[src/slac_pkg.sv]
// ----------------------------------------------------------------------------
// slac_pkg
// Types, codes and reset constants shared by the link matching sequencer.
// ----------------------------------------------------------------------------
package slac_pkg;

  localparam int unsigned TIME_W = 32;
  localparam int unsigned CFG_W  = 16;
  localparam int unsigned CNT_W  = 8;
  localparam int unsigned IDX_W  = 3;

  // register indexes
  localparam logic [IDX_W-1:0] CFG_PARAM_PERIOD = 3'd0;
  localparam logic [IDX_W-1:0] CFG_OVERALL_TMO  = 3'd1;
  localparam logic [IDX_W-1:0] CFG_SOUND_PAUSE  = 3'd2;
  localparam logic [IDX_W-1:0] CFG_SETTLE_TIME  = 3'd3;
  localparam logic [IDX_W-1:0] CFG_SOUND_COUNT  = 3'd4;

  // register reset values
  localparam logic [CFG_W-1:0] RST_PARAM_PERIOD = 16'd500;
  localparam logic [CFG_W-1:0] RST_OVERALL_TMO  = 16'd10000;
  localparam logic [CFG_W-1:0] RST_SOUND_PAUSE  = 16'd40;
  localparam logic [CFG_W-1:0] RST_SETTLE_TIME  = 16'd100;
  localparam logic [CNT_W-1:0] RST_SOUND_COUNT  = 8'd10;

  // received message codes
  localparam logic [2:0] MSG_SWVER  = 3'd1;
  localparam logic [2:0] MSG_PARAM  = 3'd2;
  localparam logic [2:0] MSG_ATTEN  = 3'd3;
  localparam logic [2:0] MSG_MATCH  = 3'd4;
  localparam logic [2:0] MSG_SETKEY = 3'd5;

  // reported phase codes
  localparam logic [3:0] PC_VERSION     = 4'd0;
  localparam logic [3:0] PC_IDLE        = 4'd1;
  localparam logic [3:0] PC_ESTABLISH   = 4'd2;
  localparam logic [3:0] PC_START_ATTEN = 4'd3;
  localparam logic [3:0] PC_SOUNDING    = 4'd4;
  localparam logic [3:0] PC_ATTEN_CHAR  = 4'd5;
  localparam logic [3:0] PC_MATCH       = 4'd6;
  localparam logic [3:0] PC_SET_KEY     = 4'd7;
  localparam logic [3:0] PC_SETTLE      = 4'd8;
  localparam logic [3:0] PC_FAILED      = 4'd9;
  localparam logic [3:0] PC_MATCHED     = 4'd10;

  typedef enum logic [3:0] {
    ACT_NONE        = 4'd0,
    ACT_SWVER       = 4'd1,
    ACT_CLEAR       = 4'd2,
    ACT_PARAM       = 4'd3,
    ACT_START_ATTEN = 4'd4,
    ACT_SOUND       = 4'd5,
    ACT_ATTEN_RSP   = 4'd6,
    ACT_MATCH       = 4'd7,
    ACT_SETKEY      = 4'd8
  } action_t;

  typedef enum logic [10:0] {
    PH_VERSION     = 11'b000_0000_0001,
    PH_IDLE        = 11'b000_0000_0010,
    PH_ESTABLISH   = 11'b000_0000_0100,
    PH_START_ATTEN = 11'b000_0000_1000,
    PH_SOUNDING    = 11'b000_0001_0000,
    PH_ATTEN_CHAR  = 11'b000_0010_0000,
    PH_MATCH       = 11'b000_0100_0000,
    PH_SET_KEY     = 11'b000_1000_0000,
    PH_SETTLE      = 11'b001_0000_0000,
    PH_FAILED      = 11'b010_0000_0000,
    PH_MATCHED     = 11'b100_0000_0000
  } phase_t;

  typedef struct packed {
    action_t          action;
    logic [CNT_W-1:0] sound_index;
    logic             finished;
    logic [3:0]       phase;
  } result_t;

  // wrap-safe deadline test
  function automatic logic reached(input logic [TIME_W-1:0] now,
                                   input logic [TIME_W-1:0] deadline);
    logic [TIME_W-1:0] diff;
    diff = now - deadline;
    return ~diff[TIME_W-1];
  endfunction

  function automatic logic [3:0] phase_code(input phase_t ph);
    logic [3:0] code;
    case (ph)
      PH_VERSION:     code = PC_VERSION;
      PH_IDLE:        code = PC_IDLE;
      PH_ESTABLISH:   code = PC_ESTABLISH;
      PH_START_ATTEN: code = PC_START_ATTEN;
      PH_SOUNDING:    code = PC_SOUNDING;
      PH_ATTEN_CHAR:  code = PC_ATTEN_CHAR;
      PH_MATCH:       code = PC_MATCH;
      PH_SET_KEY:     code = PC_SET_KEY;
      PH_SETTLE:      code = PC_SETTLE;
      PH_FAILED:      code = PC_FAILED;
      PH_MATCHED:     code = PC_MATCHED;
      default:        code = PC_VERSION;
    endcase
    return code;
  endfunction

endpackage

[src/slac_if.sv]
// ----------------------------------------------------------------------------
// slac_in_if / slac_out_if
// Valid/ready channels for polling steps and their results.
// ----------------------------------------------------------------------------
interface slac_in_if;
  logic                          valid;
  logic                          ready;
  logic                          start_req;
  logic [2:0]                    rx_message;
  logic [slac_pkg::TIME_W-1:0]   now_ms;

  modport source (output valid, output start_req, output rx_message, output now_ms,
                  input ready);
  modport sink (input valid, input start_req, input rx_message, input now_ms,
                output ready);
endinterface

interface slac_out_if;
  logic                         valid;
  logic                         ready;
  logic [3:0]                   action;
  logic [slac_pkg::CNT_W-1:0]   sound_index;
  logic                         finished;
  logic [3:0]                   phase;

  modport source (output valid, output action, output sound_index, output finished,
                  output phase, input ready);
  modport sink (input valid, input action, input sound_index, input finished,
                input phase, output ready);
endinterface

[src/slac_vehicle_side_sequencer.sv]
// ----------------------------------------------------------------------------
// slac_vehicle_side_sequencer
// Vehicle-side link matching sequencer, one polling step per transfer.
// ----------------------------------------------------------------------------
// Usage:
//   in_if  : one polling step per transfer (start level, received message
//            code, free-running millisecond time).
//   out_if : one result per step (action, sounds left, finished, phase).
//   cfg_*  : write port for the five timing/count registers; write only
//            while no step is outstanding.
// Output: each result is registered in the output register, or in the skid
//   register while out_if stalls. Throughput: one step per cycle while
//   in_if.ready is high; state updates in the same cycle the step is taken.
// Stall: a two-entry output buffer (output register plus skid register)
//   holds results. in_if.ready drops only while both entries are full, so
//   one more step is taken after out_if stalls.
// Reset: rst_n (synchronous, active low) returns the phase to the version
//   query with the entry flag set, clears all deadlines and the sound count,
//   loads the register defaults and empties the output buffer.
// ----------------------------------------------------------------------------
module slac_vehicle_side_sequencer (
  input  logic                          clk,
  input  logic                          rst_n,
  slac_in_if.sink                       in_if,
  slac_out_if.source                    out_if,
  input  logic                          cfg_we,
  input  logic [slac_pkg::IDX_W-1:0]    cfg_index,
  input  logic [slac_pkg::CFG_W-1:0]    cfg_wdata
);

  localparam int unsigned TW = slac_pkg::TIME_W;
  localparam int unsigned CW = slac_pkg::CNT_W;

  // configuration registers
  logic [slac_pkg::CFG_W-1:0] period_r, timeout_r, pause_r, settle_r;
  logic [CW-1:0]              count_cfg_r;

  always_ff @(posedge clk) begin
    if (!rst_n) begin
      period_r    <= slac_pkg::RST_PARAM_PERIOD;
      timeout_r   <= slac_pkg::RST_OVERALL_TMO;
      pause_r     <= slac_pkg::RST_SOUND_PAUSE;
      settle_r    <= slac_pkg::RST_SETTLE_TIME;
      count_cfg_r <= slac_pkg::RST_SOUND_COUNT;
    end else if (cfg_we) begin
      case (cfg_index)
        slac_pkg::CFG_PARAM_PERIOD: period_r    <= cfg_wdata;
        slac_pkg::CFG_OVERALL_TMO:  timeout_r   <= cfg_wdata;
        slac_pkg::CFG_SOUND_PAUSE:  pause_r     <= cfg_wdata;
        slac_pkg::CFG_SETTLE_TIME:  settle_r    <= cfg_wdata;
        slac_pkg::CFG_SOUND_COUNT:  count_cfg_r <= cfg_wdata[CW-1:0];
        default: ;
      endcase
    end
  end

  // sequencer state
  slac_pkg::phase_t phase_r, phase_nxt;
  logic             just_r, just_nxt;
  logic [TW-1:0]    od_r, od_nxt;
  logic [TW-1:0]    nrt_r, nrt_nxt;
  logic [CW-1:0]    sl_r, sl_nxt;
  logic [TW-1:0]    ps_r, ps_nxt;
  logic [TW-1:0]    sd_r, sd_nxt;

  slac_pkg::action_t act;
  logic [CW-1:0]     sidx;
  logic              active;
  logic              finished;
  logic              in_xfer;
  logic [TW-1:0]     now;
  logic [TW-1:0]     nrt_eff, sd_eff, pause_end;
  logic [CW-1:0]     sl_eff, sl_dec;
  logic              sound_due;

  assign now     = in_if.now_ms;
  assign in_xfer = in_if.valid && in_if.ready;

  assign active = (phase_r == slac_pkg::PH_ESTABLISH) ||
                  (phase_r == slac_pkg::PH_START_ATTEN) ||
                  (phase_r == slac_pkg::PH_SOUNDING) ||
                  (phase_r == slac_pkg::PH_ATTEN_CHAR) ||
                  (phase_r == slac_pkg::PH_MATCH) ||
                  (phase_r == slac_pkg::PH_SET_KEY) ||
                  (phase_r == slac_pkg::PH_SETTLE);
  assign finished = (phase_r == slac_pkg::PH_FAILED) || (phase_r == slac_pkg::PH_MATCHED);

  assign nrt_eff   = just_r ? now : nrt_r;
  assign sd_eff    = just_r ? now + {{(TW - slac_pkg::CFG_W){1'b0}}, settle_r} : sd_r;
  assign pause_end = ps_r + {{(TW - slac_pkg::CFG_W){1'b0}}, pause_r};
  assign sl_eff    = just_r ? ((count_cfg_r == '0) ? CW'(1) : count_cfg_r) : sl_r;
  assign sl_dec    = sl_eff - CW'(1);
  assign sound_due = just_r || ((sl_r != '0) && slac_pkg::reached(now, pause_end));

  always_comb begin
    phase_nxt = phase_r;
    act       = slac_pkg::ACT_NONE;
    sidx      = '0;
    od_nxt    = od_r;
    nrt_nxt   = nrt_r;
    sl_nxt    = sl_r;
    ps_nxt    = ps_r;
    sd_nxt    = sd_r;
    if (active && slac_pkg::reached(now, od_r)) begin
      phase_nxt = slac_pkg::PH_FAILED;
    end else begin
      case (phase_r)
        slac_pkg::PH_VERSION: begin
          if (just_r) act = slac_pkg::ACT_SWVER;
          if (in_if.rx_message == slac_pkg::MSG_SWVER) phase_nxt = slac_pkg::PH_IDLE;
        end
        slac_pkg::PH_IDLE: begin
          if (just_r) act = slac_pkg::ACT_CLEAR;
          if (in_if.start_req) begin
            od_nxt    = now + {{(TW - slac_pkg::CFG_W){1'b0}}, timeout_r};
            phase_nxt = slac_pkg::PH_ESTABLISH;
          end
        end
        slac_pkg::PH_ESTABLISH: begin
          nrt_nxt = nrt_eff;
          if (!in_if.start_req) phase_nxt = slac_pkg::PH_IDLE;
          if (in_if.rx_message == slac_pkg::MSG_PARAM) phase_nxt = slac_pkg::PH_START_ATTEN;
          if (slac_pkg::reached(now, nrt_eff)) begin
            nrt_nxt = now + {{(TW - slac_pkg::CFG_W){1'b0}}, period_r};
            od_nxt  = now + {{(TW - slac_pkg::CFG_W){1'b0}}, timeout_r};
            act     = slac_pkg::ACT_PARAM;
          end
        end
        slac_pkg::PH_START_ATTEN: begin
          act       = slac_pkg::ACT_START_ATTEN;
          phase_nxt = slac_pkg::PH_SOUNDING;
        end
        slac_pkg::PH_SOUNDING: begin
          sl_nxt = sl_eff;
          if (sound_due) begin
            sl_nxt = sl_dec;
            act    = slac_pkg::ACT_SOUND;
            sidx   = sl_dec;
            ps_nxt = now;
          end
          if (sl_nxt == '0) phase_nxt = slac_pkg::PH_ATTEN_CHAR;
        end
        slac_pkg::PH_ATTEN_CHAR: begin
          if (in_if.rx_message == slac_pkg::MSG_ATTEN) begin
            act       = slac_pkg::ACT_ATTEN_RSP;
            phase_nxt = slac_pkg::PH_MATCH;
          end
        end
        slac_pkg::PH_MATCH: begin
          if (just_r) act = slac_pkg::ACT_MATCH;
          if (in_if.rx_message == slac_pkg::MSG_MATCH) phase_nxt = slac_pkg::PH_SET_KEY;
        end
        slac_pkg::PH_SET_KEY: begin
          if (just_r) act = slac_pkg::ACT_SETKEY;
          if (in_if.rx_message == slac_pkg::MSG_SETKEY) phase_nxt = slac_pkg::PH_SETTLE;
        end
        slac_pkg::PH_SETTLE: begin
          sd_nxt = sd_eff;
          if (slac_pkg::reached(now, sd_eff)) phase_nxt = slac_pkg::PH_MATCHED;
        end
        slac_pkg::PH_FAILED, slac_pkg::PH_MATCHED: begin
          if (!in_if.start_req) phase_nxt = slac_pkg::PH_IDLE;
        end
        default: ;
      endcase
    end
  end

  assign just_nxt = (phase_nxt != phase_r);

  always_ff @(posedge clk) begin
    if (!rst_n) begin
      phase_r <= slac_pkg::PH_VERSION;
      just_r  <= 1'b1;
      od_r    <= '0;
      nrt_r   <= '0;
      sl_r    <= '0;
      ps_r    <= '0;
      sd_r    <= '0;
    end else if (in_xfer) begin
      phase_r <= phase_nxt;
      just_r  <= just_nxt;
      od_r    <= od_nxt;
      nrt_r   <= nrt_nxt;
      sl_r    <= sl_nxt;
      ps_r    <= ps_nxt;
      sd_r    <= sd_nxt;
    end
  end

  // output register plus skid register
  slac_pkg::result_t res, out_r, skid_r;
  logic              out_vld_r, skid_vld_r;
  logic              pop;

  assign res.action      = act;
  assign res.sound_index = sidx;
  assign res.finished    = finished;
  assign res.phase       = slac_pkg::phase_code(phase_nxt);

  assign pop         = out_vld_r && out_if.ready;
  assign in_if.ready = ~skid_vld_r;

  always_ff @(posedge clk) begin
    if (!rst_n) begin
      out_vld_r  <= 1'b0;
      skid_vld_r <= 1'b0;
    end else if (pop) begin
      if (skid_vld_r) begin
        out_r      <= skid_r;
        skid_vld_r <= in_xfer;
        if (in_xfer) skid_r <= res;
      end else begin
        out_vld_r <= in_xfer;
        out_r     <= res;
      end
    end else if (!out_vld_r) begin
      out_vld_r <= in_xfer;
      out_r     <= res;
    end else if (in_xfer) begin
      skid_r     <= res;
      skid_vld_r <= 1'b1;
    end
  end

  assign out_if.valid       = out_vld_r;
  assign out_if.action      = out_r.action;
  assign out_if.sound_index = out_r.sound_index;
  assign out_if.finished    = out_r.finished;
  assign out_if.phase       = out_r.phase;

endmodule

[src/flat_wrapper.sv]
// flat-port wrapper written by rule: the top's interface ports become plain ports
module slac_vehicle_side_sequencer_flat 
  (clk, rst_n, cfg_we, cfg_index, cfg_wdata, in_if_valid, in_if_start_req, in_if_rx_message, in_if_now_ms, in_if_ready, out_if_valid, out_if_action, out_if_sound_index, out_if_finished, out_if_phase, out_if_ready);
  slac_in_if in_if_i ();
  slac_out_if out_if_i ();
  input  logic clk;
  input  logic rst_n;
  input  logic cfg_we;
  input  logic [slac_pkg::IDX_W-1:0] cfg_index;
  input  logic [slac_pkg::CFG_W-1:0] cfg_wdata;
  input wire logic [$bits(in_if_i.valid)-1:0] in_if_valid;
  input wire logic [$bits(in_if_i.start_req)-1:0] in_if_start_req;
  input wire logic [$bits(in_if_i.rx_message)-1:0] in_if_rx_message;
  input wire logic [$bits(in_if_i.now_ms)-1:0] in_if_now_ms;
  output wire logic [$bits(in_if_i.ready)-1:0] in_if_ready;
  output wire logic [$bits(out_if_i.valid)-1:0] out_if_valid;
  output wire logic [$bits(out_if_i.action)-1:0] out_if_action;
  output wire logic [$bits(out_if_i.sound_index)-1:0] out_if_sound_index;
  output wire logic [$bits(out_if_i.finished)-1:0] out_if_finished;
  output wire logic [$bits(out_if_i.phase)-1:0] out_if_phase;
  input wire logic [$bits(out_if_i.ready)-1:0] out_if_ready;
  assign in_if_i.valid = in_if_valid;
  assign in_if_i.start_req = in_if_start_req;
  assign in_if_i.rx_message = in_if_rx_message;
  assign in_if_i.now_ms = in_if_now_ms;
  assign in_if_ready = in_if_i.ready;
  assign out_if_valid = out_if_i.valid;
  assign out_if_action = out_if_i.action;
  assign out_if_sound_index = out_if_i.sound_index;
  assign out_if_finished = out_if_i.finished;
  assign out_if_phase = out_if_i.phase;
  assign out_if_i.ready = out_if_ready;
  slac_vehicle_side_sequencer u_core (.clk(clk), .rst_n(rst_n), .in_if(in_if_i), .out_if(out_if_i), .cfg_we(cfg_we), .cfg_index(cfg_index), .cfg_wdata(cfg_wdata));
endmodule
[config.mk]
export PLATFORM = sky130hd
export DESIGN_NAME = slac_vehicle_side_sequencer_flat
export DESIGN_NICKNAME = d
export VERILOG_FILES = /design/src/slac_pkg.sv /design/src/slac_if.sv /design/src/slac_vehicle_side_sequencer.sv /design/src/flat_wrapper.sv
export SDC_FILE = /design/constraint.sdc
export NUM_CORES = 1
export LEC_CHECK = 0
export ABC_AREA = 1
export BUFFER_PORTS_ARGS = -buffer_cell sky130_fd_sc_hd__buf_2
export CORE_ASPECT_RATIO = 1.1
export CORE_MARGIN = 2
export CORE_UTILIZATION = 50
export DETAILED_ROUTE_END_ITERATION = 8
export GPL_TIMING_DRIVEN = 0
export PLACE_DENSITY_LB_ADDON = 0.08
export SYNTH_ARGS = -nofsm -noshare
export SYNTH_HDL_FRONTEND = slang
export SYNTH_SLANG_ARGS = --single-unit
[constraint.sdc]
create_clock -name clk -period 6.65 [get_ports clk]
set_input_delay 1.33 -clock clk [delete_from_list [all_inputs] [get_ports clk]]
set_output_delay 1.33 -clock clk [all_outputs]
set_load 0.02 [all_outputs]
==> flow_summary.rst <==
.. list-table::
   :header-rows: 1

   * - Metric
     - Value
   * - Number of endpoints with negative hold slack in the final report
     - 0
   * - CTS tree
     - done
   * - Clock input transition at the sequential cells of the worst setup and hold paths
     - roughly 60 ps
   * - Total power per unit cell area
     - ~230 nW/um2
   * - Clk_lat worst skew
     - around 590 ps
   * - Setup TNS after final layout
     - 0 ps
   * - Critical path buffer and inverter count
     - 6
   * - Total setup violations reported at the end of the flow
     - 0
   * - 1st-pass router iterations
     - 6
   * - Cell accounting for the most synthesized area
     - dfxtp_1
   * - Number of antenna violations at the first check in global routing
     - 0
   * - # IOs
     - 79
   * - Clock Path Buffers
     - 3
   * - Initial Utilization
     - between 50% and 60%
   * - Slew margin rel.
     - about 28%
   * - Die footprint
     - 37000 um2
   * - Family with the most delay on the worst path
     - simple AND/OR/NAND/NOR gates
   * - CTS root buf
     - clkbuf_16
   * - Clock period minus final worst setup slack
     - slightly above 6000 ps
   * - Number of maximum-capacitance constraint violations
     - 0
   * - Routed wirelength normalized by instance count
     - between 15 and 20 um
   * - Fraction of final layout cells sized beyond drive strength 1
     - under 10%
   * - Worst hold endpoint
     - u_core.sd_r[7]
   * - Yosys warning total
     - 0
   * - Number of global-route vias before repair
     - 16400
   * - Number of vias per cell
     - 5.74
   * - Synthesized area
     - approximately 18000 um2
   * - Avg Inst Size Synth
     - ~7.3 um2
   * - Maximum net fanout on the critical path
     - 9
   * - Data required time at the worst endpoint
     - around 7000 ps
   * - Reg-to-reg critical path startpoint
     - u_core.settle_r[0]
   * - Start-to-end type of the worst setup path
     - input pin to flip-flop
   * - Proportion of synthesized area in mux cells
     - less than 1%
   * - Total number of nets in the final design
     - between 2000 and 3000
   * - Row count
     - between 70 and 80
   * - Cts hold-fix bufs
     - 0
   * - Adder and majority cell fraction of the synthesized area
     - 15.1%
   * - TritonCTS Buffers
     - 31
   * - Largest net degree at the start of global routing
     - 18
   * - Xor and xnor area share after synthesis
     - under 10%
   * - Count of buffers from port buffering
     - 77
   * - Combinational family with the most area after synthesis
     - simple AND/OR/NAND/NOR gates
   * - Cell occurring most often along the worst timing path
     - nand2_1
   * - Highest-delay cell along the critical path
     - ha_1
   * - Top FF cell, synth
     - dfxtp_1
   * - Combined global-route utilization of all metal layers
     - between 30% and 40%
   * - Highest-count cells in the layout ignoring fill and taps
     - nand2_1, inv_1, a21oi_1
   * - Number of storage elements in the synthesis netlist
     - between 200 and 300
   * - DR vias
     - ~17000
   * - Gr ovfl total
     - 0
   * - DIE WIDTH
     - 184 um
   * - TritonCTS Sinks
     - approximately 260
   * - Worst Path Arrival
     - 6550 ps
   * - Hold Crit Class
     - flip-flop to flip-flop
   * - Initial drt markers
     - 1337
   * - Leakage power total
     - between 8 and 9 nW
   * - Final weighted congestion in routability-driven placement
     - roughly 1
   * - Register-to-Register Setup Slack
     - 1310 ps
   * - Remaining DRCs
     - 0
   * - Setup repair after global routing missed its margin
     - no
   * - Number of instances in the synthesized netlist
     - ~2400
   * - Transition time of the tightest slew-check pin
     - 1070 ps
   * - Post-synth ARST share
     - 0%
   * - Setup fix buffers added after clock tree synthesis
     - 0
   * - Total wire length
     - 59.2 mm
   * - Most common library cell in the layout ignoring fill and taps
     - nand2_1
   * - Worst hold path depth
     - 2
   * - Wire length of the first global-routing pass
     - about 90 mm
   * - CP Launch Type
     - input pin
   * - Post-Synth Simple-Gate Area
     - 21.7%
   * - Critical path's largest stage delay
     - around 370 ps
   * - Final ANT Viol Nets
     - 0
   * - Cells taking the most area after synthesis
     - dfxtp_1, ha_1, nand2_1
   * - Run status
     - completed
   * - Worst-case vdd ir drop
     - about 0.17 mV
   * - Synthesized-area fraction occupied by ao, oa, aoi and oai cells
     - about a fifth
   * - Clock Skews
     - ~15 ps
   * - Die H
     - between 200 and 250 um
   * - Core Footprint
     - 35000 um2
   * - Worst reg2reg endpoint
     - u_core.out_if.phase[0]
   * - Post-Synthesis Net Count
     - between 2000 and 3000
   * - Type of destination of the critical path
     - flip-flop
   * - Ant. Diodes
     - 0
   * - HP Start
     - u_core.sd_r[7]
   * - Post-layout power
     - around 4.5 mW
   * - Synthesis-to-layout area growth
     - 11.4%
   * - HPWL reported at the end of detailed placement
     - 45.8 mm
   * - Number of synthesized flops with an enable pin
     - 34
   * - Number of cells on the worst reg-to-reg path
     - 39
   * - Register area share after synthesis
     - between 30% and 40%
   * - Number of H-tree levels
     - 1
   * - Number of pins exceeding their max-slew limit in the final report
     - 0
   * - Post-synth top area share
     - 25.1%
   * - Final period util
     - approximately nine tenths
   * - Upper clock frequency limit
     - 164 MHz
   * - Distinct cell type count after synthesis
     - 63
-- timing repair --
action,CTS,global route
resized for setup,0,4
endpoints found under the hold margin,0,0
setup endpoints to repair,0,3
-- routing by layer --
layer	up-vias	part of all wire (%)	global-route usage, %
met3	156	6.8	4.05
met1	8065	43	42.3
met4	0	5.6	16.6
met5	-	0	0
li1	8427	-	-
met2	653	45	51.4
-- through the flow --
stage | instances | util, % | area [um2] | setup slack [ps] | hold WS (ps)
floorplan | 2435 | - | 17700 | 1340 | 424
global placement | 2956 | 53.3 | 18700 | 95.6 | 435
detailed placement | 2957 | 53.3 | 18700 | 7.52 | 440
CTS | 3013 | 56.3 | 19700 | 587 | 450
global route | 3013 | 56.3 | 19700 | 47.2 | 466
finish | 3013 | 56.3 | 19700 | 550 | 450
-- tightest hold or removal path, cell delays in order (launching register included) --
cell	delay, ps
dfxtp_1	300
inv_1	60
a21oi_1	50
-- cell usage after synthesis (8+ instances only) --
master,number
a21oi_1,258
xnor2_1,12
fa_1,17
xor2_1,60
a31oi_1,15
dfxtp_1,222
edfxtp_1,34
inv_2,26
nor2_2,9
inv_1,262
nor4_1,8
mux2i_1,15
clkinv_1,9
o21ai_0,225
nor3_1,26
nand2_1,408
a211oi_1,38
nand4_1,25
buf_1,8
nor2_1,253
nand3_1,103
a21o_1,9
o21ai_1,22
clkbuf_1,69
ha_1,187
-- worst max path at each step --
stage | from | endpoint | slack [ps] | depth (start not counted)
after detailed placement | in_if_now_ms[4] | u_core.out_if.phase[0] | 8 | 34
after global placement | in_if_now_ms[4] | u_core.out_if.phase[1] | 100 | 33
after CTS | in_if_now_ms[4] | u_core.out_if.phase[0] | 590 | 34
after global routing | in_if_now_ms[4] | u_core.out_if.phase[1] | 50 | 33
final | in_if_now_ms[4] | u_core.out_if.phase[0] | 550 | 34
after floorplan | in_if_now_ms[0] | u_core.out_if.phase[0] | 1340 | 39
-- logic make-up (layout without fill, tap and decap cells) --
kind of cell | after synthesis | after routing
multiplexers | 16 | 16
AND/OR/NAND/NOR | 876 | 876
adder cells (fa/ha/maj) | 204 | 204
buffers and inverters | 387 | 521
XOR/XNOR | 72 | 72
flip-flops | 256 | 256
AO/OA/AOI/OAI | 624 | 624
-- state kept, by name (all words and copies together) (netlist names) --
register	cells
u_core.out_if.finished	1
u_core.phase_r	11
u_core.skid_vld_r	1
u_core.ps_r	32
u_core.skid_r	17
u_core.sl_r	8
u_core.pause_r	16
u_core.count_cfg_r	8
u_core.out_if.sound_index	8
u_core.just_r	1
u_core.out_if.action	4
u_core.od_r	32
u_core.settle_r	16
u_core.out_if.phase	4
u_core.nrt_r	32
u_core.sd_r	32
u_core.period_r	16
u_core.timeout_r	16
u_core.out_if.valid	1
-- power breakdown --
part           internal (mW)  switching [mW]
clock network           1.05           0.700
registers               1.61          0.0250
logic                  0.344           0.745
total                   3.01            1.47
-- cell type report --
| cell class | instances | area [um2] |
|---|---|---|
| Sequential cell | 256 | 5470 |
| Tap cell | 444 | 556 |
| Inverter | 298 | 1120 |
| Clock inverter | 10 | 136 |
| Buffer | 89 | 363 |
| Fill cell | 3484 | 15300 |
| Clock buffer | 46 | 905 |
| Multi-Input combinational cell | 1792 | 10800 |
| Timing Repair Buffer | 78 | 397 |
Note: power is estimated with default switching activity, not from simulation.
